[config.mk]
export PLATFORM = sky130hd
export DESIGN_NAME = charlieplexed_soc_display_driver
export DESIGN_NICKNAME = d
export VERILOG_FILES = /design/src/sv/csdd_pkg.sv /design/src/sv/charlieplexed_soc_display_driver.sv
export VERILOG_INCLUDE_DIRS = /design/src /design/src/sv
export SDC_FILE = /design/constraint.sdc
export NUM_CORES = 1
export LEC_CHECK = 0
export ABC_CLOCK_PERIOD_IN_PS = 10600
export BUFFER_PORTS_ARGS = -buffer_cell sky130_fd_sc_hd__buf_4
export CAP_MARGIN = 20
export CORE_MARGIN = 4
export CORE_UTILIZATION = 64
export CTS_CLUSTER_DIAMETER = 100
export CTS_CLUSTER_SIZE = 16
export DETAILED_ROUTE_END_ITERATION = 16
export PLACE_DENSITY = 0.86
export SYNTH_ARGS = -nofsm -noshare
export SYNTH_HDL_FRONTEND = slang
export SYNTH_SLANG_ARGS = --single-unit
[constraint.sdc]
create_clock -name aclk -period 10.6 [get_ports aclk]
set_input_delay 2.12 -clock aclk [delete_from_list [all_inputs] [get_ports aclk]]
set_output_delay 2.12 -clock aclk [all_outputs]
set_load 0.005 [all_outputs]
[src/sv/charlieplexed_soc_display_driver_assert.svh]
// ----------------------------------------------------------------------------
// Assertion macros for the state-of-charge display driver
// Immediate-implication and next-cycle property checks used by the top level.
// ----------------------------------------------------------------------------
`ifndef CHARLIEPLEXED_SOC_DISPLAY_DRIVER_ASSERT_SVH
`define CHARLIEPLEXED_SOC_DISPLAY_DRIVER_ASSERT_SVH

// Consequent must hold in the same cycle as the antecedent.
`define CSDD_ASSERT_NOW(label, clk, rstn, ante, cons) \
    label: assert property (@(posedge clk) disable iff (!(rstn)) (ante) |-> (cons)) \
        else $error("display driver check failed");

// Consequent must hold in the cycle after the antecedent.
`define CSDD_ASSERT_NEXT(label, clk, rstn, ante, cons) \
    label: assert property (@(posedge clk) disable iff (!(rstn)) (ante) |=> (cons)) \
        else $error("display driver sequencing check failed");

`endif

[src/sv/csdd_pkg.sv]
// ----------------------------------------------------------------------------
// csdd_pkg
// Widths, codes and seven-segment helpers for the state-of-charge display.
// ----------------------------------------------------------------------------
package csdd_pkg;

    localparam int SOC_W    = 10;
    localparam int CUR_W    = 16;
    localparam int FLAG_W   = 16;
    localparam int FLAG_IDX_W = $clog2(FLAG_W);
    localparam int PIN_W    = 5;
    localparam int PHASE_W  = 3;
    localparam int PCT_W    = 7;
    localparam int S_DATA_W = ((SOC_W + CUR_W + FLAG_W + 7) / 8) * 8;
    localparam int M_DATA_W = ((PIN_W + PIN_W + PHASE_W + 7) / 8) * 8;

    // word kinds carried on tuser
    localparam logic FUNC_READING = 1'b0;
    localparam logic FUNC_TICK    = 1'b1;

    // scan phases
    localparam logic [PHASE_W-1:0] PHASE_0 = 3'd0;
    localparam logic [PHASE_W-1:0] PHASE_1 = 3'd1;
    localparam logic [PHASE_W-1:0] PHASE_2 = 3'd2;
    localparam logic [PHASE_W-1:0] PHASE_3 = 3'd3;
    localparam logic [PHASE_W-1:0] PHASE_4 = 3'd4;

    // x / 10 == (x * 205) >> 11 for every x below 1029
    localparam int RECIP_10    = 205;
    localparam int RECIP_SHIFT = 11;
    localparam int RECIP_W     = 8;
    localparam int PROD_W      = SOC_W + RECIP_W;

    // charging threshold in centiamps
    localparam logic signed [CUR_W-1:0] CHARGE_LIMIT = -16'sd100;

    // segment bit positions
    localparam int SEG_A = 0;
    localparam int SEG_B = 1;
    localparam int SEG_C = 2;
    localparam int SEG_D = 3;
    localparam int SEG_E = 4;
    localparam int SEG_F = 5;
    localparam int SEG_G = 6;

    localparam logic [3:0] DIGIT_E = 4'hE;

    typedef logic [7:0] seg_t;

    function automatic seg_t glyph(input logic [3:0] digit);
        seg_t seg;
        unique case (digit)
            4'h0: seg = 8'h3F;
            4'h1: seg = 8'h06;
            4'h2: seg = 8'h5B;
            4'h3: seg = 8'h4F;
            4'h4: seg = 8'h66;
            4'h5: seg = 8'h6D;
            4'h6: seg = 8'h7D;
            4'h7: seg = 8'h07;
            4'h8: seg = 8'h7F;
            4'h9: seg = 8'h6F;
            4'hA: seg = 8'h77;
            4'hB: seg = 8'h7C;
            4'hC: seg = 8'h58;
            4'hD: seg = 8'h5E;
            4'hE: seg = 8'h79;
            4'hF: seg = 8'h71;
            default: seg = 8'h00;
        endcase
        return seg;
    endfunction

    // tens digit of a value below 100, by threshold compare
    function automatic logic [3:0] tens_of(input logic [PCT_W-1:0] val);
        logic [3:0] tens;
        tens = 4'd0;
        for (int k = 1; k < 10; k++) begin
            if (val >= PCT_W'(10 * k)) begin
                tens = 4'(k);
            end
        end
        return tens;
    endfunction

    // index of the highest set flag
    function automatic logic [FLAG_IDX_W-1:0] top_flag(input logic [FLAG_W-1:0] flags);
        logic [FLAG_IDX_W-1:0] idx;
        idx = '0;
        for (int b = 0; b < FLAG_W; b++) begin
            if (flags[b]) begin
                idx = FLAG_IDX_W'(b);
            end
        end
        return idx;
    endfunction

endpackage

[src/sv/charlieplexed_soc_display_driver.sv]
// Datapath: a scan tick word passes the input register, then the result register, before its pin word shows on m_tdata.
// Throughput: one word per cycle; the input register drains whenever the result
// register is free or being taken, and reading words never wait on the output.
// Reset (aresetn low, synchronous): all digits blank, scan phase 0, both registers empty.
// ----------------------------------------------------------------------------
// charlieplexed_soc_display_driver
// Three-digit state-of-charge display plus two indicators on five
// charlieplexed pins, with a registered single-pass datapath.
// ----------------------------------------------------------------------------
module charlieplexed_soc_display_driver (
    input  logic                          aclk,
    input  logic                          aresetn,
    input  logic                          s_tvalid,
    output logic                          s_tready,
    // [9:0] soc_tenths, [25:10] current_centiamps, [41:26] fault_flags
    input  logic [csdd_pkg::S_DATA_W-1:0] s_tdata,
    // [0] func
    input  logic                          s_tuser,
    output logic                          m_tvalid,
    input  logic                          m_tready,
    // [4:0] pin_enable, [9:5] pin_level, [12:10] phase_shown
    output logic [csdd_pkg::M_DATA_W-1:0] m_tdata
);

    `include "charlieplexed_soc_display_driver_assert.svh"

    localparam int SOC_LO  = 0;
    localparam int CUR_LO  = SOC_LO + csdd_pkg::SOC_W;
    localparam int FLAG_LO = CUR_LO + csdd_pkg::CUR_W;
    localparam int LVL_LO  = csdd_pkg::PIN_W;
    localparam int PH_LO   = 2 * csdd_pkg::PIN_W;
    localparam int M_USED  = PH_LO + csdd_pkg::PHASE_W;

    // input register
    logic                              in_valid_reg;
    logic                              in_func_reg;
    logic [csdd_pkg::SOC_W-1:0]        in_soc_reg;
    logic signed [csdd_pkg::CUR_W-1:0] in_cur_reg;
    logic [csdd_pkg::FLAG_W-1:0]       in_flags_reg;

    // display state
    csdd_pkg::seg_t                    hund_seg_reg, hund_seg_next;
    csdd_pkg::seg_t                    tens_seg_reg, tens_seg_next;
    csdd_pkg::seg_t                    ones_seg_reg, ones_seg_next;
    logic [csdd_pkg::PHASE_W-1:0]      phase_reg, phase_next;

    // result register
    logic                              out_valid_reg;
    logic [csdd_pkg::PIN_W-1:0]        out_en_reg, out_en_next;
    logic [csdd_pkg::PIN_W-1:0]        out_lvl_reg, out_lvl_next;
    logic [csdd_pkg::PHASE_W-1:0]      out_phase_reg;

    logic                              advance;
    logic                              is_tick;
    logic [csdd_pkg::PROD_W-1:0]       soc_prod;
    logic [csdd_pkg::PCT_W-1:0]        pct;
    logic                              pct_hund;
    logic [csdd_pkg::PCT_W-1:0]        pct_rem;
    logic [3:0]                        tens_digit;
    logic [3:0]                        ones_digit;
    logic [csdd_pkg::PIN_W-1:0]        lit;
    logic [csdd_pkg::PIN_W-1:0]        common;

    assign is_tick  = in_func_reg == csdd_pkg::FUNC_TICK;
    // a reading never needs the output side, a tick needs a free result slot
    assign advance  = in_valid_reg && (!is_tick || !out_valid_reg || m_tready);
    assign s_tready = !in_valid_reg || advance;

    // percent = soc_tenths / 10 via reciprocal multiply
    assign soc_prod   = in_soc_reg * csdd_pkg::PROD_W'(csdd_pkg::RECIP_10);
    assign pct        = soc_prod[csdd_pkg::RECIP_SHIFT +: csdd_pkg::PCT_W];
    assign pct_hund   = pct >= csdd_pkg::PCT_W'(100);
    assign pct_rem    = pct_hund ? pct - csdd_pkg::PCT_W'(100) : pct;
    assign tens_digit = csdd_pkg::tens_of(pct_rem);
    assign ones_digit = 4'(pct_rem - csdd_pkg::PCT_W'(tens_digit) * csdd_pkg::PCT_W'(10));

    always_comb begin
        hund_seg_next = hund_seg_reg;
        tens_seg_next = tens_seg_reg;
        ones_seg_next = ones_seg_reg;
        if (advance && !is_tick) begin
            if (in_flags_reg == '0) begin
                hund_seg_next = '0;
                hund_seg_next[csdd_pkg::SEG_A] = 1'b1;
                hund_seg_next[csdd_pkg::SEG_B] = pct_hund;
                hund_seg_next[csdd_pkg::SEG_C] = pct_hund;
                hund_seg_next[csdd_pkg::SEG_D] = in_cur_reg <= csdd_pkg::CHARGE_LIMIT;
                tens_seg_next = csdd_pkg::glyph(tens_digit);
                ones_seg_next = csdd_pkg::glyph(ones_digit);
            end else begin
                hund_seg_next = '0;
                tens_seg_next = csdd_pkg::glyph(csdd_pkg::DIGIT_E);
                ones_seg_next = csdd_pkg::glyph(csdd_pkg::top_flag(in_flags_reg));
            end
        end
    end

    // pin map per phase; bit p is pin p+1
    always_comb begin
        lit    = '0;
        common = '0;
        unique case (phase_reg)
            csdd_pkg::PHASE_0: begin
                common[0] = 1'b1;
                lit[1] = ones_seg_reg[csdd_pkg::SEG_B];
                lit[2] = ones_seg_reg[csdd_pkg::SEG_D];
                lit[3] = ones_seg_reg[csdd_pkg::SEG_F];
                lit[4] = ones_seg_reg[csdd_pkg::SEG_G];
            end
            csdd_pkg::PHASE_1: begin
                common[1] = 1'b1;
                lit[2] = tens_seg_reg[csdd_pkg::SEG_B];
                lit[3] = tens_seg_reg[csdd_pkg::SEG_D];
                lit[4] = tens_seg_reg[csdd_pkg::SEG_E];
                lit[0] = ones_seg_reg[csdd_pkg::SEG_A];
            end
            csdd_pkg::PHASE_2: begin
                common[2] = 1'b1;
                lit[1] = tens_seg_reg[csdd_pkg::SEG_A];
                lit[3] = tens_seg_reg[csdd_pkg::SEG_C];
                lit[4] = tens_seg_reg[csdd_pkg::SEG_F];
                lit[0] = ones_seg_reg[csdd_pkg::SEG_C];
            end
            csdd_pkg::PHASE_3: begin
                common[3] = 1'b1;
                lit[0] = ones_seg_reg[csdd_pkg::SEG_E];
                lit[4] = tens_seg_reg[csdd_pkg::SEG_G];
                lit[2] = hund_seg_reg[csdd_pkg::SEG_B];
                lit[1] = hund_seg_reg[csdd_pkg::SEG_C];
            end
            csdd_pkg::PHASE_4: begin
                common[4] = 1'b1;
                lit[2] = hund_seg_reg[csdd_pkg::SEG_A];
                lit[1] = hund_seg_reg[csdd_pkg::SEG_D];
            end
            default: begin
                common = '0;
            end
        endcase
        out_en_next  = lit | common;
        out_lvl_next = lit;
        phase_next   = (phase_reg < csdd_pkg::PHASE_4) ?
                       phase_reg + csdd_pkg::PHASE_W'(1) : csdd_pkg::PHASE_0;
    end

    always_ff @(posedge aclk) begin
        if (!aresetn) begin
            in_valid_reg  <= 1'b0;
            out_valid_reg <= 1'b0;
            hund_seg_reg  <= '0;
            tens_seg_reg  <= '0;
            ones_seg_reg  <= '0;
            phase_reg     <= csdd_pkg::PHASE_0;
        end else begin
            if (s_tvalid && s_tready) begin
                in_valid_reg <= 1'b1;
            end else if (advance) begin
                in_valid_reg <= 1'b0;
            end

            hund_seg_reg <= hund_seg_next;
            tens_seg_reg <= tens_seg_next;
            ones_seg_reg <= ones_seg_next;

            if (advance && is_tick) begin
                out_valid_reg <= 1'b1;
                phase_reg     <= phase_next;
            end else if (m_tready) begin
                out_valid_reg <= 1'b0;
            end
        end
    end

    // payload registers, no reset
    always_ff @(posedge aclk) begin
        if (s_tvalid && s_tready) begin
            in_func_reg  <= s_tuser;
            in_soc_reg   <= s_tdata[SOC_LO +: csdd_pkg::SOC_W];
            in_cur_reg   <= s_tdata[CUR_LO +: csdd_pkg::CUR_W];
            in_flags_reg <= s_tdata[FLAG_LO +: csdd_pkg::FLAG_W];
        end
        if (advance && is_tick) begin
            out_en_reg    <= out_en_next;
            out_lvl_reg   <= out_lvl_next;
            out_phase_reg <= phase_reg;
        end
    end

    assign m_tvalid = out_valid_reg;
    assign m_tdata  = {{(csdd_pkg::M_DATA_W - M_USED){1'b0}},
                       out_phase_reg, out_lvl_reg, out_en_reg};

    `CSDD_ASSERT_NOW(a_phase_range, aclk, aresetn, 1'b1, phase_reg <= csdd_pkg::PHASE_4)
    `CSDD_ASSERT_NEXT(a_tick_shows, aclk, aresetn, advance && is_tick, m_tvalid)
    `CSDD_ASSERT_NOW(a_common_low, aclk, aresetn, m_tvalid,
        out_en_reg[out_phase_reg] && !out_lvl_reg[out_phase_reg])
    `CSDD_ASSERT_NOW(a_level_driven, aclk, aresetn, m_tvalid, (out_lvl_reg & ~out_en_reg) == '0)

endmodule
==> run_results.csv, run 1 <==
group,metric,value,unit
cells_and_area,multi_input_area,3562,um2
cts,htree_levels,3,
worst_hold_path,min_path_type,"reg2reg",
cts,cts_root_buf,"clkbuf_8",
grt,grt_pass1_wl,21650,um
floorplanning,ios,71,
synth,synth_area_leaders,"edfxtp_1 (28%), ha_1 (16%), dfxtp_1 (7.4%)",
cts,hold_buffers,0,
route,wl_per_cell,16.29,um
timing,fmax,126.1,MHz
cts,clock_sinks,78,
synth,ys_warn_count,0,
worst_setup_path,worstPathMaxFanout,14,
worst_setup_path,end_kind,"register",
synth,synthArstFlopShare,0,
route,antenna_left,0,
synth,synthDistinctLibCells,71,
run,max_cap_violations,0,
placement,gp_congestion,0.9269,
cts,clk_latency,0.35,ns
floorplanning,die_y,104.8,um
synth,post-synth-top-area-cell,"edfxtp_1",
synth,synth_compound_area_frac,0.1963,
synth,synthAdderAreaFrac,0.2155,
floorplanning,rows,35,
cts,clockBufferDepth,2,
floorplanning,dieArea,10970,um2
synth,syn_inst,609,
worst_setup_path,cp-start-kind,"register",
timing,hold-worst-slack,0.4709,ns
outcome,outcome,"finished, final reports clean",
cells_and_area,final_util,0.7310,
cts,cts_buffers,9,
timing,fin_skew,0.007903,ns
route,first_pass_iters,5,
worst_setup_path,path_class,"reg2reg",
route,dr_total_vias,4768,
route,viasPerCell,6.105,
route,drt-initial-drc-count,270,
worst_setup_path,crit_required,10.84,ns
synth,syn_area_per_cell,9.837,um2
cells_and_area,fill_cells,639,
placement,hpwl,9819,um
timing,finalSetupViolations,0,
cts,cts_tree,"done",
synth,muxShareOfSynthArea,0.02235,
timing,rsz0062_at_grt,"false",
synth,synth_top_area_share,0.2807,
synth,synth_xor_area_frac,0.01587,
cells_and_area,final_common_cell,"ha_1",
timing,min_period_over_period,0.7483,
cells_and_area,mostFrequentLayoutCells,"ha_1 (76), buf_4 (62), inv_1 (60)",
grt,grt_use_total,0.2367,
timing,post-route-min-period,7.932,ns
route,drc,0,
cts,cts_setup_buffers,0,
grt,grt_pass1_vias,4804,
cells_and_area,drive_gt1_frac,0.1507,
cells_and_area,ff_latch_area,2122,um2
synth,synth_edf_count,56,
synth,ys_seq_area_frac,0.3542,
grt,overflow,0,
worst_setup_path,arrival,8.18,ns
synth,netlist_area,5991,um2
floorplanning,initial_core_util,0.6514,
synth,synth_top_family_by_area,"adder cells",
timing,worst_pin_slew,0.9975,ns
timing,hold_violations,0,
synth,synthSimpleGateAreaFrac,0.1401,
floorplanning,core-area,9196,um2
grt,grt_max_degree,44,
route,wl,12720,um
timing,fin_setup_tns,0,ns
grt,grt_antenna_before_repair,0,
synth,ys.flop_type,"edfxtp_1",
cts,clk_pin_slew,0.08,ns
cts,cts.repair.resized,0,
synth,ys_ff_latch,78,
cells_and_area,nNetsFinal,811,
cells_and_area,diodes,0,
floorplanning,dieWidth,104.8,um
cells_and_area,area_growth,12.22,%
placement,port_buffers,61,
timing,relSlewSlack,0.3343,
timing,final_max_slew_viol_count,0,
==> layout make-up <==
type,instances,share of cell area
clock buffer,10,0.01898
clock inverter,6,0.01042
timing repair buffer,62,0.06923
inverter,63,0.03518
tap,111,0.02066
multi-input combinational,451,0.5299
sequential,78,0.3157
==> metrics by stage <==
step	instances	instance area, um2	setup WS, ns
after global placement	765	6525	2.851
after detailed placement	765	6525	2.763
final	781	6723	2.668
after floorplan	611	5998	3.513
after CTS	781	6723	2.737
after global routing	781	6723	2.204
==> Yosys cell counts, types with 10 or more instances <==
library cell and count:
dfxtp_1 22, ha_1 76, nor3_1 21, edfxtp_1 56, o21ai_0 29, nand3_1 12, and2_1 10, nand2_1 51
a21o_1 12, nor2_1 28, a21oi_1 36, fa_1 17, o211ai_1 10, inv_1 60, clkbuf_1 12
==> logic make-up (layout without fill, tap and decap cells) <==
family | Yosys count | in the layout
XOR/XNOR | 7 | 7
flip-flops | 78 | 78
buffers and inverters | 82 | 141
AND/OR/NAND/NOR | 168 | 168
other | 1 | 3
AO/OA/AOI/OAI | 168 | 168
adder cells (fa/ha/maj) | 93 | 93
multiplexers | 12 | 12
==> per-layer routing <==
layer | share of wire | routed length, um | GRT usage
met1 | 0.42 | 5385 | 0.2959
met5 | 0 | 0 | 0
met4 | 0.013 | 167 | 0.05811
met3 | 0.042 | 532 | 0.04015
met2 | 0.52 | 6638 | 0.4253
==> worst max-delay path: stages (launching register included) <==
cell	delay, ns
edfxtp_1	0.46
ha_1	0.34
inv_1	0.06
fa_1	0.54
inv_1	0.06
fa_1	0.55
inv_1	0.06
fa_1	0.52
inv_1	0.04
ha_1	0.31
a211o_1	0.28
a21o_1	0.20
a2111o_1	0.39
o2111ai_1	0.44
nand2_1	0.46
a32o_1	0.36
a31oi_1	0.20
o21ai_1	0.15
nand2_1	0.21
nand2_1	0.12
o21ai_0	0.18
ha_1	0.21
inv_1	0.05
fa_1	0.64
nor3_1	0.39
a21oi_1	0.09
mux2_4	0.29
a22o_1	0.20
==> path summary, 6_finish.rpt <==
path	from	to	slack, ns	depth (start not counted)
setup / recovery	in_soc_reg[7]	ones_seg_reg[0]	2.67	27
hold reg to reg	tens_seg_reg[1]	tens_seg_reg[1]	0.47	2
setup reg to reg	in_soc_reg[7]	ones_seg_reg[0]	2.67	27
hold / removal	tens_seg_reg[1]	tens_seg_reg[1]	0.47	2
Power of run 1 is not shown: default switching activity piles up to over one toggle a cycle in this logic, so the estimate is an artifact.
==> inputs of run 2 (changes only) <==
--- a/config.mk
+++ b/config.mk
@@ -6,15 +6,16 @@
 export SDC_FILE = /design/constraint.sdc
 export NUM_CORES = 1
 export LEC_CHECK = 0
-export ABC_CLOCK_PERIOD_IN_PS = 10600
+export ABC_AREA = 1
+export ABC_CLOCK_PERIOD_IN_PS = 7780
 export BUFFER_PORTS_ARGS = -buffer_cell sky130_fd_sc_hd__buf_4
 export CAP_MARGIN = 20
 export CORE_MARGIN = 4
-export CORE_UTILIZATION = 64
+export CORE_UTILIZATION = 59
 export CTS_CLUSTER_DIAMETER = 100
 export CTS_CLUSTER_SIZE = 16
 export DETAILED_ROUTE_END_ITERATION = 16
-export PLACE_DENSITY = 0.86
+export PLACE_DENSITY = 0.81
 export SYNTH_ARGS = -nofsm -noshare
 export SYNTH_HDL_FRONTEND = slang
 export SYNTH_SLANG_ARGS = --single-unit
==> constraint.sdc (replaced) <==
create_clock -name aclk -period 7.78 [get_ports aclk]
set_input_delay 1.556 -clock aclk [delete_from_list [all_inputs] [get_ports aclk]]
set_output_delay 1.556 -clock aclk [all_outputs]
set_load 0.005 [all_outputs]
==> run_results.csv, run 2 <==
group,metric,value,unit
outcome,outcome,"finished, final reports clean",
timing,fmax,140.4,MHz
cells_and_area,mostFrequentLayoutCells,"nand2_1 (138), inv_1 (110), ha_1 (76)",
power,p_leak,3.193,nW
cells_and_area,diodes,0,
cts,cts.repair.resized,0,
route,dr_total_vias,4553,
route,antenna_left,0,
cells_and_area,area_growth,13.54,%
synth,ys.flop_type,"edfxtp_1",
worst_hold_path,min_path_type,"reg2reg",
timing,post-route-min-period,7.122,ns
synth,synthDistinctLibCells,45,
power,vdd_ir_drop_max,0.0003084,V
worst_setup_path,cpMaxStageDelayCell,"fa_1",
timing,worst_pin_slew,0.6000,ns
grt,overflow,0,
cells_and_area,fill_cells,673,
route,first_pass_iters,5,
worst_setup_path,cp-start-kind,"register",
cts,cts_root_buf,"clkbuf_8",
timing,fin_setup_tns,0,ns
placement,gp_congestion,0.9323,
grt,grt_max_degree,44,
placement,hpwl,8752,um
route,wl,10950,um
cts,clk_latency,0.35,ns
floorplanning,die_y,106.4,um
placement,port_buffers,61,
worst_setup_path,arrival,7.41,ns
synth,netlist_area,5718,um2
cells_and_area,drive_gt1_frac,0.1574,
cts,clockBufferDepth,2,
floorplanning,dieArea,11330,um2
cts,hold_buffers,0,
cts,cts_setup_buffers,0,
cts,htree_levels,3,
synth,ys_seq_area_frac,0.3711,
synth,syn_area_per_cell,8.598,um2
cells_and_area,nNetsFinal,878,
grt,grt_pass1_vias,4599,
route,drt-initial-drc-count,210,
floorplanning,dieWidth,106.4,um
timing,relSlewSlack,0.5985,
synth,ys_warn_count,0,
run,max_cap_violations,0,
floorplanning,core-area,9328,um2
cts,clock_sinks,78,
timing,hold_violations,0,
worst_setup_path,crit_required,8.07,ns
route,drc,0,
timing,min_period_over_period,0.9154,
worst_setup_path,path_class,"reg2reg",
timing,rsz0062_at_grt,"false",
worst_setup_path,critPathMaxStageDelay,0.66,ns
route,viasPerCell,5.258,
timing,fin_skew,0.009301,ns
synth,synth_area_leaders,"edfxtp_1 (29%), ha_1 (17%), nand2_1 (9.1%)",
timing,final_max_slew_viol_count,0,
cts,clk_pin_slew,0.09,ns
grt,grt_use_total,0.2047,
floorplanning,ios,71,
floorplanning,rows,35,
cts,cts_tree,"done",
worst_setup_path,critical_path.most_common_cell,"nand2_1",
synth,post-synth-top-area-cell,"edfxtp_1",
timing,finalSetupViolations,0,
synth,synthArstFlopShare,0,
cells_and_area,final_common_cell,"nand2_1",
synth,syn_inst,665,
synth,post-synth-top-count-cell,"nand2_1",
synth,synth_top_area_share,0.2941,
synth,ys_ff_latch,78,
grt,grt_pass1_wl,19240,um
power,power_density,370.7,nW/um2
route,wl_per_cell,12.64,um
timing,hold-worst-slack,0.4772,ns
grt,grt_antenna_before_repair,0,
worst_setup_path,end_kind,"register",
synth,synth_edf_count,56,
cts,cts_buffers,9,
synth,netlist_top_cells_count,"nand2_1 (138), inv_1 (110), ha_1 (76)",
worst_setup_path,worstPathMaxFanout,8,
floorplanning,initial_core_util,0.6130,
[run 2: kinds of logic after synthesis]
| group | Yosys count | share of synthesized area |
|---|---|---|
| simple gates | 274 | 0.2166 |
| buf+inv | 125 | 0.08424 |
| fa+ha+maj | 93 | 0.2258 |
| compound gates | 89 | 0.09147 |
| flops | 78 | 0.3711 |
| xor+xnor | 5 | 0.01006 |
| other cells | 1 | 0.0006558 |
[run 2: worst max-delay path: cells and delay by family (launching register included)]
kind | cells | cell delay, ns
AO/OA/AOI/OAI | 3 | 0.38
adder cells (fa/ha/maj) | 8 | 3.26
flip-flops | 1 | 0.45
buffers and inverters | 7 | 0.53
XOR/XNOR | 1 | 0.42
AND/OR/NAND/NOR | 20 | 2.00
[run 2: layout make-up]
type | instances | area, um2 | area share
repair buffers | 62 | 465.4 | 0.07169
well taps | 129 | 161.4 | 0.02486
flip-flops and latches | 78 | 2122 | 0.3268
multi-input cells | 464 | 3122 | 0.4808
clock buffers | 9 | 123.9 | 0.01908
clock inverters | 7 | 58.81 | 0.009058
inverters | 117 | 439.2 | 0.06764
[run 2: metrics by stage]
| step | util | cell area [um2] | worst slack, ns | std cells | power [mW] |
|---|---|---|---|---|---|
| detailed placement | 0.6765 | 6310 | 0.7292 | 850 | 2.092 |
| global route | 0.6960 | 6492 | 0.01705 | 866 | 2.674 |
| CTS | 0.6960 | 6492 | 0.6726 | 866 | 2.397 |
| floorplan | - | 5725 | 1.234 | 667 | 1.783 |
| finish | 0.6960 | 6492 | 0.6579 | 866 | 2.407 |
| global placement | 0.6765 | 6310 | 0.8517 | 850 | 2.025 |
[run 2: final timing paths]
check | startpoint | end | slack (ns) | cells past startpoint
setup reg to reg | in_soc_reg[6] | ones_seg_reg[3] | 0.66 | 39
hold reg to reg | hund_seg_reg[2] | hund_seg_reg[2] | 0.48 | 2
setup / recovery | in_soc_reg[6] | ones_seg_reg[3] | 0.66 | 39
hold / removal | hund_seg_reg[2] | hund_seg_reg[2] | 0.48 | 2
[run 2: metal layers]
layer	vias to the layer above	GRT usage	share of wire	wire, um
met3	15	0.03886	0.049	535
met2	125	0.3543	0.50	5423
met4	0	0.07580	0.013	147
met5	-	0	0	0
li1	2315	-	-	-
met1	2098	0.2546	0.44	4843
[run 2: where the power goes]
group	switching, mW	internal (mW)	total [mW]
clock network	0.160	0.120	0.280
registers	0.0108	0.467	0.477
logic	1.07	0.580	1.65
total	1.24	1.17	2.41
Note: power is estimated with default switching activity, not from simulation.
